[config.mk]
export PLATFORM = sky130hd
export DESIGN_NAME = unique_entry_fifo
export DESIGN_NICKNAME = d
export VERILOG_FILES = /design/src/design/uef_pkg.sv /design/src/design/uef_out_buf.sv /design/src/design/unique_entry_fifo.sv
export SDC_FILE = /design/constraint.sdc
export NUM_CORES = 1
export LEC_CHECK = 0
export BUFFER_PORTS_ARGS = -buffer_cell sky130_fd_sc_hd__buf_2
export CAP_MARGIN = 20
export CORE_UTILIZATION = 55
export DETAILED_ROUTE_END_ITERATION = 10
export PLACE_DENSITY = 0.71
export SYNTH_ARGS = -nofsm -noshare
export SYNTH_HDL_FRONTEND = slang
export SYNTH_HIERARCHICAL = 1
export SYNTH_SLANG_ARGS = --single-unit
[constraint.sdc]
create_clock -name aclk -period 6.93 [get_ports aclk]
set_input_delay 0.3465 -clock aclk [delete_from_list [all_inputs] [get_ports aclk]]
set_output_delay 0.3465 -clock aclk [all_outputs]
set_load 0.03 [all_outputs]
[src/design/uef_pkg.sv]
// uef_pkg: command and status codes, result record and controller state
// type for the unique entry FIFO. No dependencies.
`timescale 1ns / 1ps

package uef_pkg;

    localparam int CMD_W   = 3;
    localparam int REC_W   = 16;   // record number port width
    localparam int VALUE_W = 16;   // result value width

    typedef enum logic [CMD_W-1:0] {
        CMD_ENQUEUE    = 3'd0,
        CMD_DEQUEUE    = 3'd1,
        CMD_LIST       = 3'd2,
        CMD_LIST_FLUSH = 3'd3,
        CMD_FLUSH      = 3'd4
    } cmd_t;

    typedef enum logic [2:0] {
        STS_ENQUEUED  = 3'd0,
        STS_DUPLICATE = 3'd1,
        STS_FULL      = 3'd2,
        STS_DEQUEUED  = 3'd3,
        STS_EMPTY     = 3'd4,
        STS_LISTED    = 3'd5,
        STS_FLUSHED   = 3'd6,
        STS_BAD_CMD   = 3'd7
    } status_t;

    typedef struct packed {
        logic [VALUE_W-1:0] value;
        status_t            status;
        logic               last;
    } result_t;

    typedef enum logic [2:0] {
        ST_IDLE  = 3'b001,
        ST_WALK  = 3'b010,
        ST_REPLY = 3'b100
    } state_t;

endpackage

[src/design/uef_out_buf.sv]
// uef_out_buf: two-entry result buffer between the controller and m_ port.
// Depends on uef_pkg (result_t).
`timescale 1ns / 1ps

module uef_out_buf (
    input  logic             aclk,
    input  logic             aresetn,
    input  logic             push_valid,
    input  uef_pkg::result_t push_data,
    output logic             push_ready,
    output logic             pop_valid,
    input  logic             pop_ready,
    output uef_pkg::result_t pop_data
);
    import uef_pkg::*;

    result_t    slot_reg [2];
    logic       wr_ptr_reg, wr_ptr_next;
    logic       rd_ptr_reg, rd_ptr_next;
    logic [1:0] fill_reg, fill_next;
    logic       do_push, do_pop;

    assign push_ready = (fill_reg != 2'd2);
    assign pop_valid  = (fill_reg != 2'd0);
    assign pop_data   = slot_reg[rd_ptr_reg];
    assign do_push    = push_valid && push_ready;
    assign do_pop     = pop_valid && pop_ready;

    always_comb begin
        wr_ptr_next = do_push ? ~wr_ptr_reg : wr_ptr_reg;
        rd_ptr_next = do_pop ? ~rd_ptr_reg : rd_ptr_reg;
        fill_next   = fill_reg + {1'b0, do_push} - {1'b0, do_pop};
    end

    always_ff @(posedge aclk) begin
        if (!aresetn) begin
            wr_ptr_reg <= 1'b0;
            rd_ptr_reg <= 1'b0;
            fill_reg   <= 2'd0;
        end else begin
            wr_ptr_reg <= wr_ptr_next;
            rd_ptr_reg <= rd_ptr_next;
            fill_reg   <= fill_next;
        end
    end

    always_ff @(posedge aclk) begin
        if (do_push) begin
            slot_reg[wr_ptr_reg] <= push_data;
        end
    end

endmodule

[src/design/unique_entry_fifo.sv]
// unique_entry_fifo: ring-buffer FIFO of record numbers that refuses duplicates.
// Depends on uef_pkg and uef_out_buf.
`timescale 1ns / 1ps

// Channel   Direction  Handshake          Payload
// s_        in         s_valid / s_ready  s_cmd, s_record_number
// m_        out        m_valid / m_ready  m_value, m_status, m_last
//
// One command transaction is taken at a time. Flush, bad command and
// operations on an empty queue reply without reading the entry memory.
// Enqueue walks the held entries one memory read per cycle, dequeue reads
// the head entry, and list and list-and-flush walk all held entries, all paced
// by the single read port of the entry memory. A two-entry buffer decouples
// results from the walk; once it is full, m_ready low holds a dequeue or
// listing walk or a pending reply in place; an enqueue search walk runs on.
// Reset (aresetn, synchronous) empties the queue; entry memory is not cleared.

module unique_entry_fifo #(
    parameter int QUEUE_DEPTH = 32,
    parameter int RECORD_BITS = 16
) (
    input  logic                         aclk,
    input  logic                         aresetn,
    input  logic                         s_valid,
    output logic                         s_ready,
    input  logic [uef_pkg::CMD_W-1:0]    s_cmd,
    input  logic [uef_pkg::REC_W-1:0]    s_record_number,
    output logic                         m_valid,
    input  logic                         m_ready,
    output logic [uef_pkg::VALUE_W-1:0]  m_value,
    output logic [2:0]                   m_status,
    output logic                         m_last
);
    import uef_pkg::*;

    localparam int IDX_W = $clog2(QUEUE_DEPTH);
    localparam int CNT_W = $clog2(QUEUE_DEPTH + 1);

    // ring index advance
    function automatic logic [IDX_W-1:0] wrap_inc(input logic [IDX_W-1:0] idx);
        logic [IDX_W-1:0] res;
        res = (idx == IDX_W'(QUEUE_DEPTH - 1)) ? '0 : idx + IDX_W'(1);
        return res;
    endfunction

    // entry memory, one write and one registered read port
    logic [RECORD_BITS-1:0] mem [QUEUE_DEPTH];
    logic [RECORD_BITS-1:0] rd_data_reg;

    state_t                 state_reg, state_next;
    logic [CMD_W-1:0]       cmd_reg, cmd_next;
    logic [RECORD_BITS-1:0] rec_reg, rec_next;
    logic [RECORD_BITS-1:0] rec_in;
    logic [IDX_W-1:0]       head_reg, head_next;
    logic [IDX_W-1:0]       tail_reg, tail_next;
    logic [CNT_W-1:0]       count_reg, count_next;
    logic [IDX_W-1:0]       slot_reg, slot_next;      // next read address
    logic [CNT_W-1:0]       issued_reg, issued_next;  // reads issued
    logic [CNT_W-1:0]       used_reg, used_next;      // entries consumed
    logic [CNT_W-1:0]       len_reg, len_next;        // entries to walk
    logic                   dv_reg, dv_next;          // rd_data_reg holds an entry
    status_t                reply_reg, reply_next;
    logic                   clear_reg, clear_next;

    logic                   accept;
    logic                   issue;
    logic                   consume;
    logic                   mem_wr;
    logic                   is_search;
    logic                   used_last;
    logic                   push_valid;
    logic                   push_ready;
    result_t                push_data;
    result_t                out_data;
    logic [VALUE_W-1:0]     rd_value;

    // record numbers narrower or wider than the port
    if (RECORD_BITS <= REC_W) begin : g_rec_narrow
        assign rec_in = s_record_number[RECORD_BITS-1:0];
    end else begin : g_rec_wide
        assign rec_in = {{(RECORD_BITS - REC_W){1'b0}}, s_record_number};
    end

    if (RECORD_BITS >= VALUE_W) begin : g_val_wide
        assign rd_value = rd_data_reg[VALUE_W-1:0];
    end else begin : g_val_narrow
        assign rd_value = {{(VALUE_W - RECORD_BITS){1'b0}}, rd_data_reg};
    end

    assign s_ready   = (state_reg == ST_IDLE);
    assign accept    = s_valid && s_ready;
    assign is_search = (cmd_reg == CMD_ENQUEUE);
    assign used_last = (used_reg == len_reg - CNT_W'(1));

    always_comb begin
        state_next  = state_reg;
        cmd_next    = cmd_reg;
        rec_next    = rec_reg;
        head_next   = head_reg;
        tail_next   = tail_reg;
        count_next  = count_reg;
        slot_next   = slot_reg;
        issued_next = issued_reg;
        used_next   = used_reg;
        len_next    = len_reg;
        dv_next     = 1'b0;
        reply_next  = reply_reg;
        clear_next  = clear_reg;
        issue       = 1'b0;
        consume     = 1'b0;
        mem_wr      = 1'b0;
        push_valid  = 1'b0;
        push_data   = '{value: '0, status: STS_EMPTY, last: 1'b1};

        unique case (state_reg)
            ST_IDLE: begin
                if (accept) begin
                    cmd_next    = s_cmd;
                    rec_next    = rec_in;
                    slot_next   = head_reg;
                    issued_next = '0;
                    used_next   = '0;
                    len_next    = count_reg;
                    clear_next  = 1'b0;
                    state_next  = ST_REPLY;
                    unique case (s_cmd)
                        CMD_ENQUEUE: begin
                            if (count_reg == '0) begin
                                reply_next = STS_ENQUEUED;
                            end else begin
                                state_next = ST_WALK;
                            end
                        end
                        CMD_DEQUEUE, CMD_LIST, CMD_LIST_FLUSH: begin
                            if (s_cmd == CMD_DEQUEUE) begin
                                len_next = CNT_W'(1);
                            end
                            if (count_reg == '0) begin
                                reply_next = STS_EMPTY;
                                clear_next = (s_cmd == CMD_LIST_FLUSH);
                            end else begin
                                state_next = ST_WALK;
                            end
                        end
                        CMD_FLUSH: begin
                            reply_next = (count_reg != '0) ? STS_FLUSHED : STS_EMPTY;
                            clear_next = 1'b1;
                        end
                        default: begin
                            reply_next = STS_BAD_CMD;
                        end
                    endcase
                end
            end

            ST_WALK: begin
                if (is_search && dv_reg && (rd_data_reg == rec_reg)) begin
                    // duplicate: abandon the walk
                    reply_next = STS_DUPLICATE;
                    clear_next = 1'b0;
                    state_next = ST_REPLY;
                end else begin
                    consume = dv_reg && (is_search || push_ready);
                    issue   = (issued_reg != len_reg) && (!dv_reg || consume);
                    dv_next = issue ? 1'b1 : (consume ? 1'b0 : dv_reg);
                    if (issue) begin
                        slot_next   = wrap_inc(slot_reg);
                        issued_next = issued_reg + CNT_W'(1);
                    end
                    if (!is_search) begin
                        push_valid       = dv_reg;
                        push_data.value  = rd_value;
                        push_data.status = (cmd_reg == CMD_DEQUEUE) ? STS_DEQUEUED
                                                                    : STS_LISTED;
                        push_data.last   = (cmd_reg == CMD_DEQUEUE) ||
                                           ((cmd_reg == CMD_LIST) && used_last);
                    end
                    if (consume) begin
                        used_next = used_reg + CNT_W'(1);
                        if (used_last) begin
                            dv_next = 1'b0;
                            case (cmd_reg)
                                CMD_ENQUEUE: begin
                                    reply_next = (count_reg >= CNT_W'(QUEUE_DEPTH))
                                               ? STS_FULL : STS_ENQUEUED;
                                    clear_next = 1'b0;
                                    state_next = ST_REPLY;
                                end
                                CMD_DEQUEUE: begin
                                    head_next  = wrap_inc(head_reg);
                                    count_next = count_reg - CNT_W'(1);
                                    state_next = ST_IDLE;
                                end
                                CMD_LIST_FLUSH: begin
                                    reply_next = STS_FLUSHED;
                                    clear_next = 1'b1;
                                    state_next = ST_REPLY;
                                end
                                default: begin
                                    state_next = ST_IDLE;
                                end
                            endcase
                        end
                    end
                end
            end

            ST_REPLY: begin
                push_valid       = 1'b1;
                push_data.status = reply_reg;
                if (push_ready) begin
                    state_next = ST_IDLE;
                    if (reply_reg == STS_ENQUEUED) begin
                        // memory write lands before any later walk reads it
                        mem_wr     = 1'b1;
                        tail_next  = wrap_inc(tail_reg);
                        count_next = count_reg + CNT_W'(1);
                    end
                    if (clear_reg) begin
                        head_next  = '0;
                        tail_next  = '0;
                        count_next = '0;
                    end
                end
            end

            default: begin
                state_next = ST_IDLE;
            end
        endcase
    end

    always_ff @(posedge aclk) begin
        if (!aresetn) begin
            state_reg <= ST_IDLE;
            head_reg  <= '0;
            tail_reg  <= '0;
            count_reg <= '0;
            dv_reg    <= 1'b0;
        end else begin
            state_reg <= state_next;
            head_reg  <= head_next;
            tail_reg  <= tail_next;
            count_reg <= count_next;
            dv_reg    <= dv_next;
        end
    end

    always_ff @(posedge aclk) begin
        cmd_reg    <= cmd_next;
        rec_reg    <= rec_next;
        slot_reg   <= slot_next;
        issued_reg <= issued_next;
        used_reg   <= used_next;
        len_reg    <= len_next;
        reply_reg  <= reply_next;
        clear_reg  <= clear_next;
    end

    always_ff @(posedge aclk) begin
        if (mem_wr) begin
            mem[tail_reg] <= rec_reg;
        end
        if (issue) begin
            rd_data_reg <= mem[slot_reg];
        end
    end

    uef_out_buf u_out_buf (
        .aclk       (aclk),
        .aresetn    (aresetn),
        .push_valid (push_valid),
        .push_data  (push_data),
        .push_ready (push_ready),
        .pop_valid  (m_valid),
        .pop_ready  (m_ready),
        .pop_data   (out_data)
    );

    assign m_value  = out_data.value;
    assign m_status = out_data.status;
    assign m_last   = out_data.last;

    // occupancy never exceeds the ring
    a_count_bound: assert property (@(posedge aclk) disable iff (!aresetn)
        count_reg <= CNT_W'(QUEUE_DEPTH))
        else $error("entry count above queue depth");

    // head meets tail only when the ring is empty or full
    a_ptr_match: assert property (@(posedge aclk) disable iff (!aresetn)
        (head_reg == tail_reg) == ((count_reg == '0) || (count_reg == CNT_W'(QUEUE_DEPTH))))
        else $error("head/tail inconsistent with entry count");

    // read data is only pending during a walk
    a_dv_walk: assert property (@(posedge aclk) disable iff (!aresetn)
        dv_reg |-> (state_reg == ST_WALK))
        else $error("read data pending outside walk");

    // a walk that returns to idle hands its final result to the buffer
    a_dequeue_push: assert property (@(posedge aclk) disable iff (!aresetn)
        (state_reg == ST_WALK) && (state_next == ST_IDLE) |-> push_valid && push_ready)
        else $error("walk ended without delivering its result");

endmodule
# After elaboration in Yosys (flattened, before gate mapping)
# Memories as Yosys holds them, arrays and structs flattened. A register that Yosys moved wholly into a read port is not among the register bits.
# Cells that the tools add are included.
[totals]
register_bits = 70
mem_bits_rw = 552
in_bits = 23
output_inout_bits = 22
word_cells = 183
n_memories = 2
[op_classes]
add_sub_neg = 10
magnitude_cmp = 1
eq_ne = 31
mux = 85
bitwise_logic = 4
n_reduce_logical = 34
[memory_table]
columns = ["memory", "depth", "width", "read_ports", "rd_clocked_by_memory_dff", "wr", "line_no", "source"]
rows = [
  ["mem", 32, 16, 1, 1, 1, "unique_entry_fifo.sv:47", "logic [RECORD_BITS-1:0] mem [QUEUE_DEPTH];"],
  ["u_out_buf.slot_reg", 2, 20, 1, 1, 1, "uef_out_buf.sv:17", "result_t slot_reg [2];"],
]
[op_table]
columns = ["operator", "n"]
rows = [
  ["two-way mux 6 bit", 14],
  ["two-way mux 5 bit", 14],
  ["two-way mux 3 bit", 15],
  ["two-way mux 20 bit", 2],
  ["one-hot mux 6 bit (2 select lines)", 3],
  ["two-way mux 1 bit", 23],
  ["AND reduction 7 bit", 3],
  ["one-hot mux 5 bit (2 select lines)", 2],
  ["adder 6 x 1 -> 6 bit (second input constant)", 3],
  ["one-hot mux 3 bit (2 select lines)", 3],
  ["one-hot mux 3 bit (3 select lines)", 2],
  ["equality test 16 bit", 1],
  ["two-way mux 16 bit", 1],
  ["!= test 2 bit (second input constant)", 8],
  ["adder 5 x 1 -> 5 bit (second input constant)", 3],
  ["equality test 3 x 2 -> 1 bit (second input constant)", 5],
  ["equality test 5 bit (second input constant)", 3],
  ["!= test 3 bit (second input constant)", 5],
  ["AND reduction 4 bit", 3],
  ["subtractor 6 x 1 -> 6 bit (second input constant)", 2],
  ["equality test 3 x 1 -> 1 bit (second input constant)", 3],
  ["zero test 3 bit", 3],
  ["logical AND 1 bit", 8],
  ["one-hot mux 1 bit (2 select lines)", 4],
  ["other kinds (21)", 32],
]

# Depth between registers and ports, before layout
# Gate-level depths: netlist of the first run.
[logic_depth]
ltp_word = 8
depth_mapped = 12
ltp_nobuf = 11

# Hierarchy
# Netlist of the first run, hierarchy kept.
[modules_own_cells]
columns = ["mod", "instances", "cells_per_inst", "area_each_um2", "seq_area_each_um2"]
rows = [
  ["unique_entry_fifo", 1, 1369, 23963.0, 17636.9],
  ["uef_out_buf", 1, 86, 1676.6, 1301.2],
]

# Worst setup path before layout of the first run
# No wires, ideal clock.
[synth_path]
path_kind = "register to register"
start = "register rec_reg[0]"
end = "register issued_reg[0], enable pin"
setup_time_ns = 0.347
arrival_time_ns = 3.319
t_required_ns = 6.583
slack_ns = 3.264
path_stages_with_launch = 7
path_buffers = 0
synth_period_minus_slack_ns = 3.666
cell_sequence = "edfxtp_1 > xor2_1 > nor4_1 > nand3_1 > nor4_1 > nor4_1 > or2_1"
[synth_between]
elab_chain_cells = 4
[synth_lines]
columns = ["element", "line_no", "source"]
rows = [
  ["start, declared", "unique_entry_fifo.sv:52", "logic [RECORD_BITS-1:0] rec_reg, rec_next;"],
  ["start signal, assigned", "unique_entry_fifo.sv:251", "rec_reg <= rec_next;"],
  ["equality test 16 bit", "unique_entry_fifo.sv:157", "if (is_search && dv_reg && (rd_data_reg == rec_reg)) begin"],
  ["logical AND 1 bit", "unique_entry_fifo.sv:157", ""],
  ["!= test 2 bit (no source line)", "n/a", ""],
  ["AND reduction 4 bit (no source line)", "n/a", ""],
  ["end signal, assigned", "unique_entry_fifo.sv:253", "issued_reg <= issued_next;"],
  ["end, declared", "unique_entry_fifo.sv:58", "logic [CNT_W-1:0] issued_reg, issued_next;"],
]
# No other way between the ends.
# A chain may end at the register's enable or synchronous reset.

# Final worst setup path of the first run
[layout_path]
start = "register rec_reg[14]"
end = "register slot_reg[0], enable pin"
[layout_between]
elab_chain_cells = 4
[layout_lines]
columns = ["element", "line_no", "source"]
rows = [
  ["equality test 16 bit", "unique_entry_fifo.sv:157", ""],
  ["logical AND 1 bit", "unique_entry_fifo.sv:157", ""],
  ["!= test 2 bit (no source line)", "n/a", ""],
  ["AND reduction 4 bit (no source line)", "n/a", ""],
  ["end signal, assigned", "unique_entry_fifo.sv:252", "slot_reg <= slot_next;"],
  ["end, declared", "unique_entry_fifo.sv:57", "logic [IDX_W-1:0] slot_reg, slot_next;"],
]
# No other way between the ends.

==> results of run 1 <==
[how the worst max path moves through the flow]
stage                                          to  slack (ns)  depth (start not counted)
3_5_place_dp          issued_reg[2]$_SDFFCE_PN0P_        3.49                          8
5_1_grt        u_out_buf/slot_reg[1][1]$_DFFE_PP_        3.53                          6
2_1_floorplan         issued_reg[0]$_SDFFCE_PN0P_        3.26                          6
6_report                    slot_reg[0]$_DFFE_PP_        3.77                          7
4_1_cts                     slot_reg[0]$_DFFE_PP_        3.47                          8
3_3_place_gp          issued_reg[2]$_SDFFCE_PN0P_        3.54                          7
[cell usage after synthesis (5+ instances only)]
cell                       number  area (um2)
sky130_fd_sc_hd__o221ai_1      32         280
sky130_fd_sc_hd__nor4_1         5        31.3
sky130_fd_sc_hd__dfxtp_1       25         500
sky130_fd_sc_hd__nor2_1        76         285
sky130_fd_sc_hd__o21ai_0       32         160
sky130_fd_sc_hd__edfxtp_1     614       18400
sky130_fd_sc_hd__inv_1         15        56.3
sky130_fd_sc_hd__a21o_1        17         128
sky130_fd_sc_hd__clkbuf_1      50         188
sky130_fd_sc_hd__mux2i_1       82         821
sky130_fd_sc_hd__o22ai_1       33         206
sky130_fd_sc_hd__and3_1         8        50.1
sky130_fd_sc_hd__and2_1        22         138
sky130_fd_sc_hd__ha_1          17         213
sky130_fd_sc_hd__a211oi_1      19         143
sky130_fd_sc_hd__xor2_1        14         123
sky130_fd_sc_hd__nand3_1       19        95.1
sky130_fd_sc_hd__nand2_1       49         184
sky130_fd_sc_hd__nor3b_1        6        45.0
sky130_fd_sc_hd__a21oi_1       48         240
sky130_fd_sc_hd__o21ai_1       15        75.1
sky130_fd_sc_hd__or3_1          6        37.5
sky130_fd_sc_hd__xnor2_1       28         245
sky130_fd_sc_hd__nor2b_1        8        50.1
sky130_fd_sc_hd__mux4_2        80        1800
sky130_fd_sc_hd__nor3_1        12        60.1
sky130_fd_sc_hd__mux2_2        36         405
sky130_fd_sc_hd__buf_1          8        30.0
sky130_fd_sc_hd__buf_2         14        70.1
sky130_fd_sc_hd__nand4_1        7        43.8
sky130_fd_sc_hd__o31ai_1        6        45.0
[what timing repair did]
action / 4_1_cts / 5_1_grt
hold endpoints to repair: 17 / 0
hold buffers: 17 / 0
gates resized for setup: 0 / 0
[placed cells by master, fill, tap and decap left out, types with 7 or more instances in the layout]
| cell type | instances |
|---|---|
| sky130_fd_sc_hd__o21ai_1 | 15 |
| sky130_fd_sc_hd__buf_2 | 44 |
| sky130_fd_sc_hd__dlygate4sd3_1 | 17 |
| sky130_fd_sc_hd__nand2_1 | 49 |
| sky130_fd_sc_hd__nor2b_1 | 7 |
| sky130_fd_sc_hd__mux4_2 | 80 |
| sky130_fd_sc_hd__ha_1 | 17 |
| sky130_fd_sc_hd__a21oi_1 | 48 |
| sky130_fd_sc_hd__o221ai_1 | 32 |
| sky130_fd_sc_hd__clkbuf_16 | 61 |
| sky130_fd_sc_hd__nand3_1 | 19 |
| sky130_fd_sc_hd__a211oi_1 | 19 |
| sky130_fd_sc_hd__inv_1 | 15 |
| sky130_fd_sc_hd__dfxtp_1 | 25 |
| sky130_fd_sc_hd__buf_16 | 9 |
| sky130_fd_sc_hd__and3_1 | 8 |
| sky130_fd_sc_hd__mux2_2 | 36 |
| sky130_fd_sc_hd__mux2i_1 | 82 |
| sky130_fd_sc_hd__clkinv_2 | 8 |
| sky130_fd_sc_hd__a21o_1 | 17 |
| sky130_fd_sc_hd__clkbuf_1 | 14 |
| sky130_fd_sc_hd__o21ai_0 | 32 |
| sky130_fd_sc_hd__nor2_1 | 76 |
| sky130_fd_sc_hd__buf_4 | 58 |
| sky130_fd_sc_hd__xor2_1 | 14 |
| sky130_fd_sc_hd__and2_1 | 21 |
| sky130_fd_sc_hd__nand4_1 | 7 |
| sky130_fd_sc_hd__edfxtp_1 | 614 |
| sky130_fd_sc_hd__o22ai_1 | 33 |
| sky130_fd_sc_hd__xnor2_1 | 28 |
| sky130_fd_sc_hd__nor3_1 | 12 |
| sky130_fd_sc_hd__clkinv_1 | 19 |
[per-layer routing]
layer / global-route usage [%] / wire length, um / vias up
met1: 38.3 / 24600 / 7235
met4: 9.21 / 2170 / 0
met2: 42.1 / 29600 / 801
met3: 6.16 / 6710 / 144
li1: - / - / 6062
met5: 0 / 0 / -
[area by class of cell]
cell class                      count  area share, %
Sequential cell                   639           65.1
Multi-Input combinational cell    726           21.8
Clock buffer                       77           5.52
Timing Repair Buffer              131           3.88
Tap cell                          600           2.58
Clock inverter                     35          0.912
Inverter                           15          0.194
[per-stage QoR]
step / hold slack (ns) / cells / worst slack, ns
after floorplan: 0.445 / 1455 / 3.26
after global placement: 0.465 / 2084 / 3.54
after detailed placement: 0.488 / 2086 / 3.49
after CTS: 0.00552 / 2215 / 3.47
after global routing: 0.0188 / 2223 / 3.53
final: 0.0509 / 2223 / 3.77
[worst reg2reg max path, delay by kind of cell (launching register included)]
family                 cells  cell delay [ns]
buffers and inverters      2             0.54
XOR/XNOR                   1             0.17
flip-flops                 1             1.06
AND/OR/NAND/NOR            4             1.02
[power groups by stage]
stage / logic (mW) / clock network (mW) / registers (mW)
after detailed placement: 1.55 / 0 / 4.79
after global placement: 1.50 / 0 / 4.80
after global routing: 1.79 / 3.34 / 4.67
final: 1.67 / 3.16 / 4.65
after CTS: 1.56 / 3.19 / 4.71
after floorplan: 1.12 / 0 / 4.71
[cell families after synthesis]
logic type	Yosys count
flops	639
mux	198
compound gates	228
buf+inv	90
simple gates	241
fa+ha+maj	17
xor+xnor	42
==> flow_metrics.tcl, run 1 <==
set metrics [dict create \
    critPathKind "register to register" \
    whs_path_depth 1 \
    sequentialPowerShare_pct 49.1 \
    tritoncts "done" \
    cp-end-kind "register" \
    global_route.usage.total_pct 27.2 \
    highest_clock_frequency_the_design_can_meet_mhz 316 \
    beginning_of_the_worst_hold_path "s_cmd[1]" \
    tightest_slew_ns 1.10 \
    drt_pass1_iterations 5 \
    synth_fa_ha_area_share_pct 0.830 \
    clk_latency_ns 0.62 \
    layout-area-overhead-vs-synth_pct 13.5 \
    synth_nets 1495 \
    clock_path_buffers 3 \
    vias 14200 \
    route.detailed.wl_per_inst_um 28.4 \
    gp_congestion 0.891 \
    final_core_utilization_pct 63.7 \
    finalCritPeriodShare_pct 45.6 \
    vdd_ir_drop_max_uv 260 \
    grt_setup_unrepaired "false" \
    synth.yosys.warnings 6 \
    slew_viol_final 0 \
    global_route_wire_length_before_repair_um 92500 \
    h_tree_level_count 2 \
    yosys.area_share.simple_pct 4.69 \
    main_combinational_cell_family_by_area_after_synthesis "multiplexers" \
    design.portCount 45 \
    drive_gt1_share_pct 20.1 \
    clk_root_buffer_cell "sky130_fd_sc_hd__clkbuf_16" \
    powerDensity_mw_per_mm2 326 \
    number_of_flip_flops_and_latches_in_the_synthesized_netlist 639 \
    synth_compound_area_share_pct 5.92 \
    r2r_setup_slack_ns 3.77 \
    first_global_vias 14100 \
    post_synth_mux_area_share_pct 11.8 \
    setup.worst_path.start_class "register" \
    syn-cell-area_mm2 0.0256 \
    hold_end "cmd_reg[1]$_DFFE_PP_" \
    synthArstFlopShare_pct 0 \
    critical_path.most_common_cell "sky130_fd_sc_hd__buf_4" \
    crit_path_top_delay_cell "sky130_fd_sc_hd__edfxtp_1" \
    synth.yosys.seq_area_share_pct 73.9 \
    drt_via_density 6.41 \
    internal-power_mw 6.93 \
    switchingPower_mw 2.56 \
    die_outline_height_um 218 \
    detail_route.drc_violations 0 \
    die_w_um 218 \
    grt.overflow.total 0 \
    critical_path.cell_chain "xnor2_1 > nand4_1 > nor4_1 > buf_4 > nor4_2 > buf_4 > or2_1" \
    antennaDiodeCount 0 \
    detailedPlacementHpwl_um 36300 \
    multi_input_area_mm2 0.00634 \
    number_of_antenna_violations_at_the_first_check_in_global_routing 0 \
    synthFlopType "sky130_fd_sc_hd__edfxtp_1" \
    overall_power_consumption_mw 9.48 \
    rows 78 \
    cellLeakagePower_nw 9.58 \
    antenna_violating_nets_post_route 0 \
    cp_num_buf_inv 2 \
    largest_register_ff_count 512 \
    timing.setup.tns_ns 0 \
    portBuffers 44 \
    setup_viol 0 \
    crit_family "flip-flops" \
    timing.max_cap.violations 0 \
    min_path_type "input port to register" \
    n_fill_cell 3126 \
    netlist_instances 1455 \
    seqCellArea_mm2 0.0189 \
    fp.dieArea_mm2 0.0475 \
    coreArea_mm2 0.0457 \
    initial_utilization_pct 56.1 \
    post_synth_num_cell_types 62 \
    xor_xnor_portion_of_the_synthesized_cell_area_pct 1.43 \
    worst-r2r-cell-count 7 \
    cts_made_buffers 61 \
    design_area_mm2 0.0291 \
    crit_required_ns 7.19 \
    postCtsSetupBuffers 0 \
    reg2reg_to "slot_reg[0]$_DFFE_PP_" \
    run_status "completed" \
    fin_crit_ns 3.16 \
    fin_worst_skew_ns 0.0184 \
    max_stage_delay_ns 1.06 \
    worstPathArrival_ns 3.43 \
    drt_wl_total_um 63100 \
    critPathLaunch "rec_reg[14]$_DFFE_PP_" \
    slew-limit-headroom_pct 26.7 \
    largest_net_degree_at_the_start_of_global_routing 111 \
    combPwrFrac_pct 17.6 \
    pwr-share-clk_pct 33.3 \
    worst_reg2reg_path_startpoint "rec_reg[14]$_DFFE_PP_" \
    cts_num_sinks 639 \
    avgSynthCellArea_um2 17.6 \
    report.final.hold_viol_count 0 \
    synth_edf_count 614 \
    share_of_total_power_consumed_by_net_switching_pct 27.0 \
    placed_cell_area_mm2 0.0268 \
    critical_path_peak_fanout 33 \
    final_net_count 1614 \
    first_iter_violations 1624 \
    clkTransAtPathRegs_ns 0.06 \
]
No activity file was read; power rests on OpenSTA's default activity.
==> run 2: changes to the inputs <==
clock period = 3.1 ns   (was 6.93 ns; I/O delays follow)
==> run 2 against run 1 <==
Against the previous run:
- first-iteration DRC count fell by 11%
- sequential share of layout area fell by 0.50 points
- utilization rose by 0.49 points
- via count fell by 2.7%
- sequential power rose by 120%
- critical path depth did not move
- non-clock buffer count rose by 17
- cell count rose by 0.76%
- worst hold slack improved by 0.23 ns
==> flow_metrics.tcl, run 2 (synthesis results as in run 1) <==
set metrics [dict create \
    n_fill_cell 3125 \
    internal-power_mw 15.9 \
    finalCritPeriodShare_pct 92.8 \
    combPwrFrac_pct 18.2 \
    met1_global_route_usage_pct 36.0 \
    die_outline_height_um 218 \
    clk_root_buffer_cell "sky130_fd_sc_hd__clkbuf_16" \
    highest_clock_frequency_the_design_can_meet_mhz 348 \
    coreArea_mm2 0.0457 \
    largest_net_degree_at_the_start_of_global_routing 82 \
    switchingPower_mw 6.02 \
    gr-max-usage-layer "met2" \
    cts_num_sinks 639 \
    fin_worst_skew_ns 0.0334 \
    first_iter_violations 1452 \
    global_route_wire_length_before_repair_um 86300 \
    number_of_antenna_violations_at_the_first_check_in_global_routing 0 \
    vdd_ir_drop_max_uv 649 \
    clock_path_buffers 3 \
    groute.layer.met2.usage_pct 38.3 \
    critical_path_peak_fanout 5 \
    grt_setup_unrepaired "false" \
    cts_made_buffers 66 \
    die_w_um 218 \
    first_global_vias 13700 \
    sequentialPowerShare_pct 47.2 \
    timing.max_cap.violations 0 \
    place_inst 2105 \
    worstPathArrival_ns 3.38 \
    route.detailed.wl_per_inst_um 25.7 \
    drt_wl_total_um 57600 \
    global_route.usage.total_pct 24.9 \
    clkTransAtPathRegs_ns 0.06 \
    share_of_total_power_consumed_by_net_switching_pct 27.5 \
    final_net_count 1636 \
    drt_via_density 6.19 \
    timing.setup.tns_ns 0 \
    vias 13900 \
    detail_route.drc_violations 0 \
    crit_path_top_delay_cell "sky130_fd_sc_hd__dlygate4sd3_1" \
    layout.cells.most_common_list "sky130_fd_sc_hd__edfxtp_1, sky130_fd_sc_hd__mux2i_1, sky130_fd_sc_hd__mux4_2" \
    stdcell_count 2240 \
    critPathKind "register to register" \
    design_area_mm2 0.0293 \
    setup_viol 0 \
    cp-end-kind "register" \
    multi_input_area_mm2 0.00635 \
    run_status "completed" \
    rows 78 \
    largest_register_ff_count 512 \
    finalHoldWorstSlack_ns 0.283 \
    grt.overflow.total 0 \
    clk_latency_ns 0.61 \
    crit_required_ns 3.60 \
    setup.worst_path.start_class "register" \
    mostFrequentLayoutCell "sky130_fd_sc_hd__edfxtp_1" \
    max_stage_delay_ns 0.59 \
    placed_cell_area_mm2 0.0270 \
    drive_gt1_share_pct 21.0 \
    drt_pass1_iterations 5 \
    powerDensity_mw_per_mm2 748 \
    detailedPlacementHpwl_um 35200 \
    tightest_slew_ns 1.03 \
    fp.dieArea_mm2 0.0475 \
    initial_utilization_pct 56.1 \
    h_tree_level_count 3 \
    design.portCount 45 \
    layout-area-overhead-vs-synth_pct 14.3 \
    gp_congestion 0.921 \
    min_path_type "input port to register" \
    r2r_setup_slack_ns 0.22 \
    postCtsSetupBuffers 0 \
    portBuffers 44 \
    seqCellArea_mm2 0.0189 \
    met3_use_gr_pct 4.49 \
    critical_path.cell_chain "or4_1 > o21ai_1 > a211oi_2 > and2_1 > o31ai_4 > o221ai_1 > dlygate4sd3_1" \
    antenna_violating_nets_post_route 0 \
    slew-limit-headroom_pct 31.1 \
    antennaDiodeCount 0 \
    tritoncts "done" \
    cellLeakagePower_nw 9.69 \
    fin_crit_ns 2.88 \
    slew_viol_final 0 \
    pwr-share-clk_pct 34.6 \
    report.final.hold_viol_count 0 \
]
[run 2: cell types whose count changed in the layout (fill, tap and decap cells not counted), sizes merged]
cell	previous run	this run
buf	114	125
clkbuf	77	81
clkinv	28	20
clkinvlp	1	2
dlygate4sd3	17	23
inv	17	20
[run 2: area by class of cell]
cell class	count	area share, %
Multi-Input combinational cell	726	21.7
Clock buffer	81	6.00
Sequential cell	639	64.6
Timing Repair Buffer	148	3.95
Inverter	15	0.192
Clock inverter	31	1.01
Tap cell	600	2.56
[run 2: final timing paths]
kind,endpoint,cells after the start,startpoint
max,state_reg[0]$_SDFFE_PN1P_,7,len_reg[0]$_DFFE_PP_
min,rec_reg[12]$_DFFE_PP_,2,s_record_number[12]
max reg2reg,state_reg[0]$_SDFFE_PN1P_,7,len_reg[0]$_DFFE_PP_
min reg2reg,head_reg[4]$_SDFFE_PN0P_,2,head_reg[4]$_SDFFE_PN0P_
[run 2: stage by stage]
| step | total power [mW] | worst slack [ns] | utilization [%] |
|---|---|---|---|
| after floorplan | 13.0 | 0.111 | - |
| after global placement | 14.3 | 0.422 | 59.2 |
| after detailed placement | 14.4 | 0.343 | 59.2 |
| after CTS | 22.0 | 0.158 | 64.2 |
| after global routing | 22.7 | 0.0893 | 64.2 |
| final | 21.9 | 0.224 | 64.2 |
[run 2: layer usage]
metal	vias up	routed length [um]
met1	7073	24700
li1	6107	-
met2	585	27100
met4	0	1570
met5	-	0
met3	94	4260
[run 2: power by group through the flow]
| stage | Clock (mW) | Combinational, mW | Sequential (mW) |
|---|---|---|---|
| after detailed placement | 0 | 3.91 | 10.5 |
| after global placement | 0 | 3.83 | 10.5 |
| after floorplan | 0 | 2.51 | 10.5 |
| after CTS | 7.70 | 3.97 | 10.3 |
| final | 7.59 | 3.99 | 10.3 |
| after global routing | 8.04 | 4.24 | 10.4 |
[run 2: critical path: cells and delay by family (launching register included)]
| family | cells | cell delay [ns] |
|---|---|---|
| flops | 1 | 0.47 |
| simple gates | 2 | 0.81 |
| compound gates | 4 | 0.92 |
| buf+inv | 1 | 0.59 |
[run 2: what timing repair did]
action,in CTS,in global routing
hold buffers,23,0
gates resized for setup,0,1
hold endpoints to repair,34,0
endpoints found under the setup margin,0,1
